`src/rtl/core/rrda_pkg.sv`:
```
// ----------------------------------------------------------------------------
// rrda_pkg
// shared constants, types and helper functions of the disk allocator
// ----------------------------------------------------------------------------
package rrda_pkg;

  localparam int MAX_SERVERS = 8;
  localparam int MAX_DISKS   = 8;
  localparam int SPACE_BITS  = 48;

  localparam int IDX_BITS     = 3;
  localparam int CNT_BITS     = 4;
  localparam int SIZE_BITS    = 48;
  localparam int OFF_BITS     = CNT_BITS + 1;
  localparam int CFG_IDX_BITS = 2;
  localparam int DEPTH        = MAX_SERVERS * MAX_DISKS;
  localparam int ADDR_BITS    = $clog2(DEPTH);

  localparam logic [CFG_IDX_BITS-1:0] CFG_SERVER_COUNT = 2'd0;
  localparam logic [CFG_IDX_BITS-1:0] CFG_DISK_COUNT   = 2'd1;

  localparam logic CMD_ALLOCATE = 1'b0;
  localparam logic CMD_WRITE    = 1'b1;

  typedef enum logic {
    ST_IDLE,
    ST_PROBE
  } state_t;

  typedef logic [ADDR_BITS-1:0]  addr_t;
  typedef logic [SPACE_BITS-1:0] space_t;

  typedef struct packed {
    logic   we;
    addr_t  waddr;
    space_t wdata;
    addr_t  raddr;
  } tbl_req_t;

  // zero acts as one, too large clamps to the maximum
  function automatic logic [CNT_BITS-1:0] eff_count(input logic [CNT_BITS-1:0] c,
                                                    input int maxv);
    logic [CNT_BITS-1:0] r;
    r = c;
    if (c == '0) begin
      r = CNT_BITS'(1);
    end else if (int'(c) > maxv) begin
      r = CNT_BITS'(maxv);
    end
    return r;
  endfunction

  // small value reduced modulo a count of at least one
  function automatic logic [IDX_BITS-1:0] mod_count(input logic [IDX_BITS-1:0] v,
                                                    input logic [CNT_BITS-1:0] n);
    logic [CNT_BITS-1:0] r;
    r = CNT_BITS'(v);
    for (int i = 0; i < (1 << IDX_BITS); i++) begin
      if (r >= n) begin
        r = r - n;
      end
    end
    return IDX_BITS'(r);
  endfunction

  function automatic addr_t table_addr(input logic [IDX_BITS-1:0] srv,
                                       input logic [IDX_BITS-1:0] dsk);
    return ADDR_BITS'(int'(srv) * MAX_DISKS + int'(dsk));
  endfunction

endpackage

```
`src/rtl/core/round_robin_disk_allocator.sv`:
```
// write item: result in the cycle after the item is taken
// allocate item: result once the probe search hits or gives up, 80 probes at most
// probes up to servers * (disks + 2), one at a time through the single read port of the free space table
// next item is taken once no search runs and the result register is free or being drained
// rst clears the table at once through per-entry valid bits, no clearing pass
// ----------------------------------------------------------------------------
// round_robin_disk_allocator
// round robin first fit allocator over a server by disk free space table
// ----------------------------------------------------------------------------
module round_robin_disk_allocator (
  input  logic                                clk,
  input  logic                                rst,
  input  logic                                in_valid,
  output logic                                in_ready,
  input  logic                                command,
  input  logic [rrda_pkg::SIZE_BITS-1:0]      request_size,
  input  logic [rrda_pkg::IDX_BITS-1:0]       target_server,
  input  logic [rrda_pkg::IDX_BITS-1:0]       target_disk,
  input  logic [rrda_pkg::SIZE_BITS-1:0]      space_value,
  output logic                                out_valid,
  input  logic                                out_ready,
  output logic                                found,
  output logic [rrda_pkg::IDX_BITS-1:0]       chosen_server,
  output logic [rrda_pkg::IDX_BITS-1:0]       chosen_disk,
  input  logic                                cfg_valid,
  output logic                                cfg_ready,
  input  logic [rrda_pkg::CFG_IDX_BITS-1:0]   cfg_index,
  input  logic [rrda_pkg::CNT_BITS-1:0]       cfg_data
);

  rrda_pkg::tbl_req_t tbl_req;
  rrda_pkg::space_t   rd_space;

  rrda_ctrl u_ctrl (
    .clk           (clk),
    .rst           (rst),
    .in_valid      (in_valid),
    .in_ready      (in_ready),
    .command       (command),
    .request_size  (request_size),
    .target_server (target_server),
    .target_disk   (target_disk),
    .space_value   (space_value),
    .out_valid     (out_valid),
    .out_ready     (out_ready),
    .found         (found),
    .chosen_server (chosen_server),
    .chosen_disk   (chosen_disk),
    .cfg_valid     (cfg_valid),
    .cfg_ready     (cfg_ready),
    .cfg_index     (cfg_index),
    .cfg_data      (cfg_data),
    .tbl_req       (tbl_req),
    .rd_space      (rd_space)
  );

  rrda_table u_table (
    .clk      (clk),
    .rst      (rst),
    .req      (tbl_req),
    .rd_space (rd_space)
  );

endmodule

```
`src/rtl/core/rrda_table.sv`:
```
// ----------------------------------------------------------------------------
// rrda_table
// free space table: one write port, one registered read port, per-entry
// valid bits so that entries never written read as zero after reset
// ----------------------------------------------------------------------------
module rrda_table (
  input  logic              clk,
  input  logic              rst,
  input  rrda_pkg::tbl_req_t req,
  output rrda_pkg::space_t  rd_space
);

  rrda_pkg::space_t          mem [rrda_pkg::DEPTH];
  logic [rrda_pkg::DEPTH-1:0] valid;
  rrda_pkg::space_t          rdata;
  logic                      rvalid;

  always_ff @(posedge clk) begin
    if (req.we) begin
      mem[req.waddr] <= req.wdata;
    end
    rdata <= mem[req.raddr];
  end

  always_ff @(posedge clk) begin
    if (rst) begin
      valid  <= '0;
      rvalid <= 1'b0;
    end else begin
      if (req.we) begin
        valid[req.waddr] <= 1'b1;
      end
      rvalid <= valid[req.raddr];
    end
  end

  assign rd_space = rvalid ? rdata : '0;

endmodule

```
`src/rtl/core/rrda_ctrl.sv`:
```
// ----------------------------------------------------------------------------
// rrda_ctrl
// command handling, round robin probe sequencer, config registers and
// result register
// ----------------------------------------------------------------------------
module rrda_ctrl (
  input  logic                                clk,
  input  logic                                rst,
  input  logic                                in_valid,
  output logic                                in_ready,
  input  logic                                command,
  input  logic [rrda_pkg::SIZE_BITS-1:0]      request_size,
  input  logic [rrda_pkg::IDX_BITS-1:0]       target_server,
  input  logic [rrda_pkg::IDX_BITS-1:0]       target_disk,
  input  logic [rrda_pkg::SIZE_BITS-1:0]      space_value,
  output logic                                out_valid,
  input  logic                                out_ready,
  output logic                                found,
  output logic [rrda_pkg::IDX_BITS-1:0]       chosen_server,
  output logic [rrda_pkg::IDX_BITS-1:0]       chosen_disk,
  input  logic                                cfg_valid,
  output logic                                cfg_ready,
  input  logic [rrda_pkg::CFG_IDX_BITS-1:0]   cfg_index,
  input  logic [rrda_pkg::CNT_BITS-1:0]       cfg_data,
  output rrda_pkg::tbl_req_t                  tbl_req,
  input  rrda_pkg::space_t                    rd_space
);

  rrda_pkg::state_t                   state;
  rrda_pkg::state_t                   state_next;
  logic [rrda_pkg::CNT_BITS-1:0]      server_count;
  logic [rrda_pkg::CNT_BITS-1:0]      disk_count;
  logic [rrda_pkg::IDX_BITS-1:0]      next_server;
  logic [rrda_pkg::IDX_BITS-1:0]      disk_rotation;
  logic [rrda_pkg::IDX_BITS-1:0]      cur;
  logic [rrda_pkg::IDX_BITS-1:0]      dsk;
  logic [rrda_pkg::IDX_BITS-1:0]      start;
  logic [rrda_pkg::OFF_BITS-1:0]      off;
  logic [rrda_pkg::SIZE_BITS-1:0]     req_size;

  logic                               accept;
  logic [rrda_pkg::CNT_BITS-1:0]      sc_eff;
  logic [rrda_pkg::CNT_BITS-1:0]      nd_eff;
  logic [rrda_pkg::IDX_BITS-1:0]      start0;
  logic [rrda_pkg::IDX_BITS-1:0]      dsk0;
  logic                               wrap;
  logic [rrda_pkg::IDX_BITS-1:0]      cur_n;
  logic [rrda_pkg::IDX_BITS-1:0]      dsk_inc;
  logic [rrda_pkg::IDX_BITS-1:0]      dsk_n;
  logic [rrda_pkg::OFF_BITS-1:0]      off_n;
  logic                               hit;
  logic                               give_up;
  logic                               in_range;

  assign in_ready  = (state == rrda_pkg::ST_IDLE) && (!out_valid || out_ready);
  assign accept    = in_valid && in_ready;
  assign cfg_ready = 1'b1;

  assign sc_eff = rrda_pkg::eff_count(server_count, rrda_pkg::MAX_SERVERS);
  assign nd_eff = rrda_pkg::eff_count(disk_count, rrda_pkg::MAX_DISKS);

  // next state
  always_comb begin
    state_next = state;
    unique case (state)
      rrda_pkg::ST_IDLE: begin
        if (accept && command == rrda_pkg::CMD_ALLOCATE) begin
          state_next = rrda_pkg::ST_PROBE;
        end
      end
      rrda_pkg::ST_PROBE: begin
        if (hit || give_up) begin
          state_next = rrda_pkg::ST_IDLE;
        end
      end
      default: state_next = rrda_pkg::ST_IDLE;
    endcase
  end

  // probe datapath and table port
  always_comb begin
    start0 = (rrda_pkg::CNT_BITS'(next_server) < sc_eff) ? next_server : '0;
    dsk0   = rrda_pkg::mod_count(disk_rotation, nd_eff);

    // past the last server: back to server 0, one disk further
    wrap    = (rrda_pkg::CNT_BITS'(cur) + rrda_pkg::CNT_BITS'(1)) >= sc_eff;
    cur_n   = wrap ? '0 : cur + rrda_pkg::IDX_BITS'(1);
    dsk_inc = ((rrda_pkg::CNT_BITS'(dsk) + rrda_pkg::CNT_BITS'(1)) >= nd_eff) ?
              '0 : dsk + rrda_pkg::IDX_BITS'(1);
    dsk_n   = wrap ? dsk_inc : dsk;
    off_n   = off + rrda_pkg::OFF_BITS'(wrap);

    hit     = 64'(rd_space) >= 64'(req_size);
    give_up = (off_n > (rrda_pkg::OFF_BITS'(nd_eff) + rrda_pkg::OFF_BITS'(1))) &&
              (cur_n == start);

    in_range = (int'(target_server) < rrda_pkg::MAX_SERVERS) &&
               (int'(target_disk) < rrda_pkg::MAX_DISKS);

    tbl_req.we    = accept && (command == rrda_pkg::CMD_WRITE) && in_range;
    tbl_req.waddr = rrda_pkg::table_addr(target_server, target_disk);
    tbl_req.wdata = rrda_pkg::SPACE_BITS'(space_value);
    tbl_req.raddr = (state == rrda_pkg::ST_IDLE) ? rrda_pkg::table_addr(start0, dsk0) :
                                                   rrda_pkg::table_addr(cur_n, dsk_n);
  end

  always_ff @(posedge clk) begin
    if (rst) begin
      state         <= rrda_pkg::ST_IDLE;
      out_valid     <= 1'b0;
      next_server   <= '0;
      disk_rotation <= '0;
      server_count  <= rrda_pkg::CNT_BITS'(rrda_pkg::MAX_SERVERS);
      disk_count    <= rrda_pkg::CNT_BITS'(rrda_pkg::MAX_DISKS);
    end else begin
      state <= state_next;
      if (out_valid && out_ready) begin
        out_valid <= 1'b0;
      end
      if (cfg_valid && cfg_ready) begin
        case (cfg_index)
          rrda_pkg::CFG_SERVER_COUNT: server_count <= cfg_data;
          rrda_pkg::CFG_DISK_COUNT:   disk_count   <= cfg_data;
          default: ;
        endcase
      end
      if (accept && command == rrda_pkg::CMD_WRITE) begin
        out_valid <= 1'b1;
      end
      if (state == rrda_pkg::ST_PROBE && (hit || give_up)) begin
        out_valid <= 1'b1;
        if (hit) begin
          next_server   <= cur_n;
          disk_rotation <= dsk_n;
        end
      end
    end
  end

  // payload registers
  always_ff @(posedge clk) begin
    if (accept) begin
      cur      <= start0;
      start    <= start0;
      dsk      <= dsk0;
      off      <= '0;
      req_size <= request_size;
      if (command == rrda_pkg::CMD_WRITE) begin
        found         <= 1'b0;
        chosen_server <= '0;
        chosen_disk   <= '0;
      end
    end else if (state == rrda_pkg::ST_PROBE) begin
      cur <= cur_n;
      dsk <= dsk_n;
      off <= off_n;
      if (hit) begin
        found         <= 1'b1;
        chosen_server <= cur;
        chosen_disk   <= dsk;
      end else if (give_up) begin
        found         <= 1'b0;
        chosen_server <= '0;
        chosen_disk   <= '0;
      end
    end
  end

endmodule

```
`config.mk`:
```
export PLATFORM = sky130hd
export DESIGN_NAME = round_robin_disk_allocator
export DESIGN_NICKNAME = d
export VERILOG_FILES = /design/src/rtl/core/rrda_pkg.sv /design/src/rtl/core/round_robin_disk_allocator.sv /design/src/rtl/core/rrda_table.sv /design/src/rtl/core/rrda_ctrl.sv
export SDC_FILE = /design/constraint.sdc
export NUM_CORES = 2
export LEC_CHECK = 0
export BUFFER_PORTS_ARGS = -buffer_cell sky130_fd_sc_hd__buf_2
export CAP_MARGIN = 10
export CORE_MARGIN = 2
export CORE_UTILIZATION = 45
export CTS_CLUSTER_SIZE = 28
export DETAILED_ROUTE_END_ITERATION = 12
export PLACE_DENSITY_LB_ADDON = 0.3
export SETUP_SLACK_MARGIN = 0.4
export SLEW_MARGIN = 20
export SYNTH_ARGS = -nofsm -noshare
export SYNTH_HDL_FRONTEND = slang
export SYNTH_SLANG_ARGS = --single-unit
export TNS_END_PERCENT = 100
```
`constraint.sdc`:
```
create_clock -name clk -period 21 [get_ports clk]
set_input_delay 0 -clock clk [delete_from_list [all_inputs] [get_ports clk]]
set_output_delay 0 -clock clk [all_outputs]
set_load 0.03 [all_outputs]
```
### Word level (Yosys, flattened, before mapping)

Memory sizes are Yosys's and may differ from the RTL's. A register that Yosys moved wholly into a read port is not among the register bits.
Cells that the tools add are included.

| word-level totals | value |
|---|---|
| bits in registers | 150 |
| RAM bits | 3,072 |
| bits of input ports | 114 |
| output and inout port bits | 10 |
| memories kept | 1 |

Memories:

| name | depth | width | rd ports | clocked after Yosys merged registers in | wr ports | RTL line | RTL |
|---|---|---|---|---|---|---|---|
| u_table.mem | 64 | 48 | 1 | 1 | 1 | rrda_table.sv:13 | `rrda_pkg::space_t mem [rrda_pkg::DEPTH];` |

| operators by class | value |
|---|---|
| $add $sub $neg | 17 |
| order comparisons | 18 |
| eq/ne operators | 3 |
| mux-type cells | 47 |
| bitwise logic cells | 3 |
| reduce and logical (&&, ||, !) cells | 21 |

Operators by type and width:

| cell | number |
|---|---|
| $or A64 B64 Y64 | 1 |
| $mux W3 | 17 |
| $ge A48 B48 Y1 | 1 |
| $mux W48 | 1 |
| $mux W4 | 11 |
| $ge A4 B4 Y1 | 9 |
| $sub A4 B4 Y4 | 6 |
| $add A6 B3 Y6 | 3 |
| $lt A6 B7 Y1 const B | 2 |
| $mux W1 | 14 |
| $add A3 B1 Y4 const B | 2 |
| $gt A4 B4 Y1 const B | 2 |
| $logic_and A1 B1 Y1 | 8 |
| $logic_not A4 Y1 | 2 |
| $add A3 B1 Y3 const B | 2 |
| $bmux W1 S6 | 1 |
| $demux W1 S6 | 1 |
| $ge A6 B1 Y1 const B | 1 |
| $mux W6 | 1 |
| $reduce_and A2 Y1 | 3 |
| $reduce_bool A3 Y1 | 2 |
| $add A4 B1 Y5 const B | 1 |
| $add A5 B1 Y5 | 1 |
| $gt A5 B5 Y1 | 1 |
| other kinds (14) | 16 |

### Longest topological paths before layout

| depth | value |
|---|---|
| word-level depth | 23 |
| mapped depth | 67 |

### Hierarchy

Synthesis repeated with hierarchy kept, for this count alone.

| unflattened totals | value |
|---|---|
| cell total of the unflattened synthesis | 6,042 |
| area, all modules | 126,546.4 um^2 |

By module, submodules not included:

| module | times used | cells an instance | area each (um^2) | sequential area each (um^2) |
|---|---|---|---|---|
| rrda_table | 1 | 5,313 | 119,697.3 | 94,510.6 |
| rrda_ctrl | 1 | 729 | 6,849.1 | 2,342.2 |

### Worst setup path after synthesis

Ideal clock, no wire load.

| path | value |
|---|---|
| path kind | register -> register |
| start | register u_ctrl.disk_count[1] in the netlist's numbering |
| end | register u_table.rdata[17] (read register of u_table.mem) |
| setup time | 0.134 ns |
| arrival | 13.307 ns |
| data required time | 20.866 ns |
| setup slack | 7.559 ns |
| cell stages (with the launch flop) | 60 |
| buffers on the path | 2 |
| cells stage by stage | dfxtp_1 nor2_1 nor2_1 nor2_1 ha_1 inv_1 fa_1 a211oi_2 nor3_4 mux2i_1 inv_1 ha_1 fa_1 nand2b_1 a211oi_1 nor2_1 ha_1 fa_1 [... 24 more ...] a21boi_0 o21a_1 buf_2 o22a_1 o21a_2 ha_1 fa_1 a21bo_1 a211oi_1 nor3_2 nand2_1 a21boi_2 nand2_1 buf_4 mux4_2 a211oi_1 nor4_1 or4_1 |

| between the ends | value |
|---|---|
| word-level cells in the longest chain between the ends | 21 |
| elaborated cells on any way between the ends | 34 |
| those cells by class | add/sub (10); order compare (10); mux (13); reduce/logical (1) |

Ends and longest elaborated chain:

| element | RTL line | RTL |
|---|---|---|
| start, declared | rrda_ctrl.sv:32 | `logic [rrda_pkg::CNT_BITS-1:0] disk_count;` |
| start signal, assigned | rrda_ctrl.sv:114 | `disk_count <= rrda_pkg::CNT_BITS'(rrda_pkg::MAX_DISKS);` |
| start signal, assigned | rrda_ctrl.sv:123 | `rrda_pkg::CFG_DISK_COUNT: disk_count <= cfg_data;` |
| $gt A4 B4 Y1 | rrda_pkg.sv:47 | `end else if (int'(c) > maxv) begin` |
| $mux W4 | rrda_pkg.sv:47 |  |
| $mux W4 * | rrda_pkg.sv:45 | `if (c == '0) begin` |
| $sub A3 B4 Y4 / $ge A3 B4 Y1 (equally long branches) | rrda_pkg.sv:60, rrda_pkg.sv:59 |  |
| $mux W4 | rrda_pkg.sv:59 | `if (r >= n) begin` |
| $sub A4 B4 Y4 / $ge A4 B4 Y1 (equally long branches) | rrda_pkg.sv:60, rrda_pkg.sv:59 |  |
| $mux W4 | rrda_pkg.sv:59 |  |
| $sub A4 B4 Y4 / $ge A4 B4 Y1 (equally long branches) | rrda_pkg.sv:60, rrda_pkg.sv:59 |  |
| [... 5 more ...] | -- |  |
| $sub A4 B4 Y4 / $ge A4 B4 Y1 (equally long branches) | rrda_pkg.sv:60, rrda_pkg.sv:59 |  |
| $mux W4 | rrda_pkg.sv:59 |  |
| $sub A4 B4 Y4 / $ge A4 B4 Y1 (equally long branches) | rrda_pkg.sv:60, rrda_pkg.sv:59 |  |
| $mux W4 | rrda_pkg.sv:59 |  |
| $ge A4 B4 Y1 / $sub A3 B3 Y3 (equally long branches) | rrda_pkg.sv:59, rrda_pkg.sv:60 |  |
| $mux W3 | rrda_pkg.sv:59 |  |
| $add A6 B3 Y6 | rrda_pkg.sv:68 | `return ADDR_BITS'(int'(srv) * MAX_DISKS + int'(dsk));` |
| $mux W6 * | rrda_ctrl.sv:103 | `tbl_req.raddr = (state == rrda_pkg::ST_IDLE) ? rrda_pkg::table_addr(start0, dsk0) :` |
| end, declared | rrda_table.sv:15 | `rrda_pkg::space_t rdata;` |

Every way passes the cells marked *; elsewhere a longest branch is shown, timed or not.
A chain may end at the register's enable or synchronous reset.

### Final worst setup path

| path | value |
|---|---|
| start | register u_ctrl.disk_count[3] in the netlist's numbering |
| end | register u_table.rdata[21] (read register of u_table.mem) |

The elaborated chain is that of the path after synthesis.

==> results.cfg <==
[worst_hold_path]
hold_depth = 2
hold_start = space_value[16]
holdPathEnd = u_table.mem[20][16]
hp-class = in -> reg

[global_route]
grt_pass1_vias = 82100
overflow = 0
grt_use_total_pct = 27.33
antenna_found_initial = 42
use_met2_pct = 42.26
met1_usage_pct = 37.36
grt_max_degree = 179
grt_most_used_layer = met2
grt_use_met3_pct = 6.047
grt_pass1_wl_um = 593000

[cells_and_area]
fill_cells = 23890
final_cell_mix = edfxtp_1 (3136), nand2_1 (2446), nand3_1 (752)
fin_nets = 10130
syn2layout_area_growth_pct = 13.53
drive_above_1_share_pct = 9.473
layout_commonest_cell = edfxtp_1

[worst_setup_path]
crit_buf_inv = 6
crit_fanout = 136
crit_path_end_kind = flop
cp.arrival_ns = 18.85
worstSetupPathDepth = 59
cp.required_ns = 21.75
r2r_setup_slack_ns = 2.90
reg2reg_from = u_ctrl.disk_count[3]
r2r-end = u_table.rdata[21]
startpoint_type = flop
crit_family = compound AO/OA/AOI/OAI gates
critical_path_class = reg -> reg
critPathMaxStageDelay_ns = 0.88
crit_slowest_cell = a311oi_1
rr_worst_depth = 59

[routing]
vias = 87410
dr.pass1.iters = 8
vias_per_cell = 6.182
wirelength_um = 420300
dr.first_iter.drc_count = 13700
wl_per_cell_um = 29.73
ant_nets = 0
drc = 0

[place]
dp_hpwl_um = 220000
gp_congestion = 0.8841
io_buffers = 122

[yosys]
yosysUniqueCellTypes = 93
synthesis.area_um2 = 132000
seq_area_frac_synth_pct = 73.38
syn_avg_cell_area_um2 = 13.64
synth_edf_count = 3136
yosys_warnings = 0
async_flop_share_pct = 0
synthFlopType = edfxtp_1
synth_seq_cells = 3270
syn_inst = 9679

[floorplan]
fp-row-count = 198
start_util_pct = 45.30
fp.dieArea_um2 = 297600
die_x_um = 545.6
die_h_um = 545.6
core_area_um2 = 291300
pin_count = 124

[timing]
timing.final.crit_share_pct = 86.19
skew_ns = 0.05055
slew_headroom_pct = 18.82
timing.fmax_mhz = 55.25
min_period_ns = 18.10
worstMarginPinSlew_ns = 1.218
slew_violations = 0
hold_viol = 0
final.setup.tns_ns = 0
finalSetupViolations = 0
rsz0062_at_grt = false

[flow_run]
cap_violations = 0

[clock_tree]
clock-sinks = 3270
cts_buffers = 339
clk_latency_ns = 0.94
htreeDepth = 5
cts_root_buf = clkbuf_16
clkTransAtPathRegs_ns = 0.06
clockBufferDepth = 4
cts_tree = yes
cts-resized-gates = 0

[run_status]
status = complete, no violations
==> logic make-up after synthesis <==
logic type      count (synthesis)  synth area share (%)
buf+inv                       693                 2.681
other cells                     1              0.002841
flops                        3270                 73.38
xor+xnor                       19                0.1261
compound gates               1302                 6.932
fa+ha+maj                     107                 1.060
simple gates                 3916                 12.84
mux                           371                 2.974
==> final cells by class <==
type	count	area [um2]	area share (%)
Timing Repair Buffer	497	4347	2.901
Antenna cell	52	130.1	0.08684
Sequential cell	3270	96860	64.64
Tap cell	3900	4880	3.257
Clock buffer	433	9156	6.111
Multi-Input combinational cell	5717	32270	21.54
Inverter	83	314.1	0.2096
Clock inverter	187	1878	1.253
==> registers in the layout (all words and copies together), names as in the netlist, 3 cells and up <==
signal,cells
u_ctrl.cur,3
u_ctrl.disk_count,4
u_ctrl.server_count,4
u_ctrl.dsk,3
u_table.valid,64
u_ctrl.req_size,48
u_table.mem,3072
u_ctrl.off,5
u_ctrl.chosen_server,3
u_ctrl.start,3
u_ctrl.disk_rotation,3
u_ctrl.chosen_disk,3
u_table.rdata,48
u_ctrl.next_server,3
==> layer usage <==
layer / vias to the layer above / wire length (um)
li1: 36770 / -
met1: 43760 / 158800
met2: 5814 / 190000
met3: 1035 / 52370
met4: 32 / 18950
met5: - / 207
==> per-stage QoR <==
| step | hold slack [ns] | utilization (%) | instances | cell area (um2) | setup slack [ns] |
|---|---|---|---|---|---|
| floorplan | 0.09887 | - | 9680 | 132000 | 7.559 |
| global route | 0.04873 | 51.39 | 14090 | 149700 | 2.055 |
| finish | 0.05061 | 51.43 | 14140 | 149800 | 2.900 |
| CTS | 0.04474 | 51.35 | 14080 | 149600 | 3.194 |
| global placement | 0.1797 | 46.90 | 13280 | 136700 | 3.677 |
| detailed placement | 0.1781 | 46.96 | 13290 | 136800 | 3.233 |
==> synthesized netlist by cell type, types with 36 or more instances <==
cell	n	area, um2
edfxtp_1	3136	94170
nand2_1	2449	9193
nand3_1	753	3769
mux2i_1	331	3313
a21oi_1	319	1597
buf_2	267	1336
and3_1	215	1345
nor2_1	215	807.0
a31oi_1	195	1220
clkbuf_1	189	709.4
dfxtp_1	134	2683
a211oi_1	99	743.2
ha_1	99	1239
a311oi_1	92	805.8
buf_4	90	675.7
o21ai_0	88	440.4
inv_1	82	307.8
nand4_1	67	419.2
a221oi_1	56	490.5
and2_1	54	337.8
a222oi_1	46	460.4
o21a_1	41	307.8
a21o_1	40	300.3
a22o_1	38	332.8
a32oi_1	37	324.1
o22ai_1	37	231.5
nor4_1	36	225.2
o211ai_1	36	270.3
==> worst max path at each step <==
stage	from	endpoint	slack [ns]
3_3_place_gp	u_ctrl.disk_count[3]	u_table.rdata[21]	3.68
3_5_place_dp	u_ctrl.disk_count[3]	u_table.rdata[21]	3.23
2_1_floorplan	u_ctrl.disk_count[1]	u_table.rdata[17]	7.56
5_1_grt	u_ctrl.disk_count[3]	u_table.rdata[21]	2.06
6_report	u_ctrl.disk_count[3]	u_table.rdata[21]	2.90
4_1_cts	u_ctrl.disk_count[3]	u_table.rdata[21]	3.19
==> worst register-to-register path, delay by kind of cell (launching register included) <==
kind | cells | cell delay (ns)
flops | 1 | 0.39
mux | 1 | 0.27
simple gates | 13 | 2.55
buf+inv | 6 | 2.51
compound gates | 25 | 6.94
fa+ha+maj | 14 | 5.30
==> timing repair <==
item	4_1_cts	5_1_grt
endpoints found under the setup margin	0	0
buffers inserted	0	0
hold endpoints to repair	3183	0
hold buffers	176	0
Power is not shown: default switching activity piles up to over one toggle a cycle in this logic, so the estimate is an artifact.
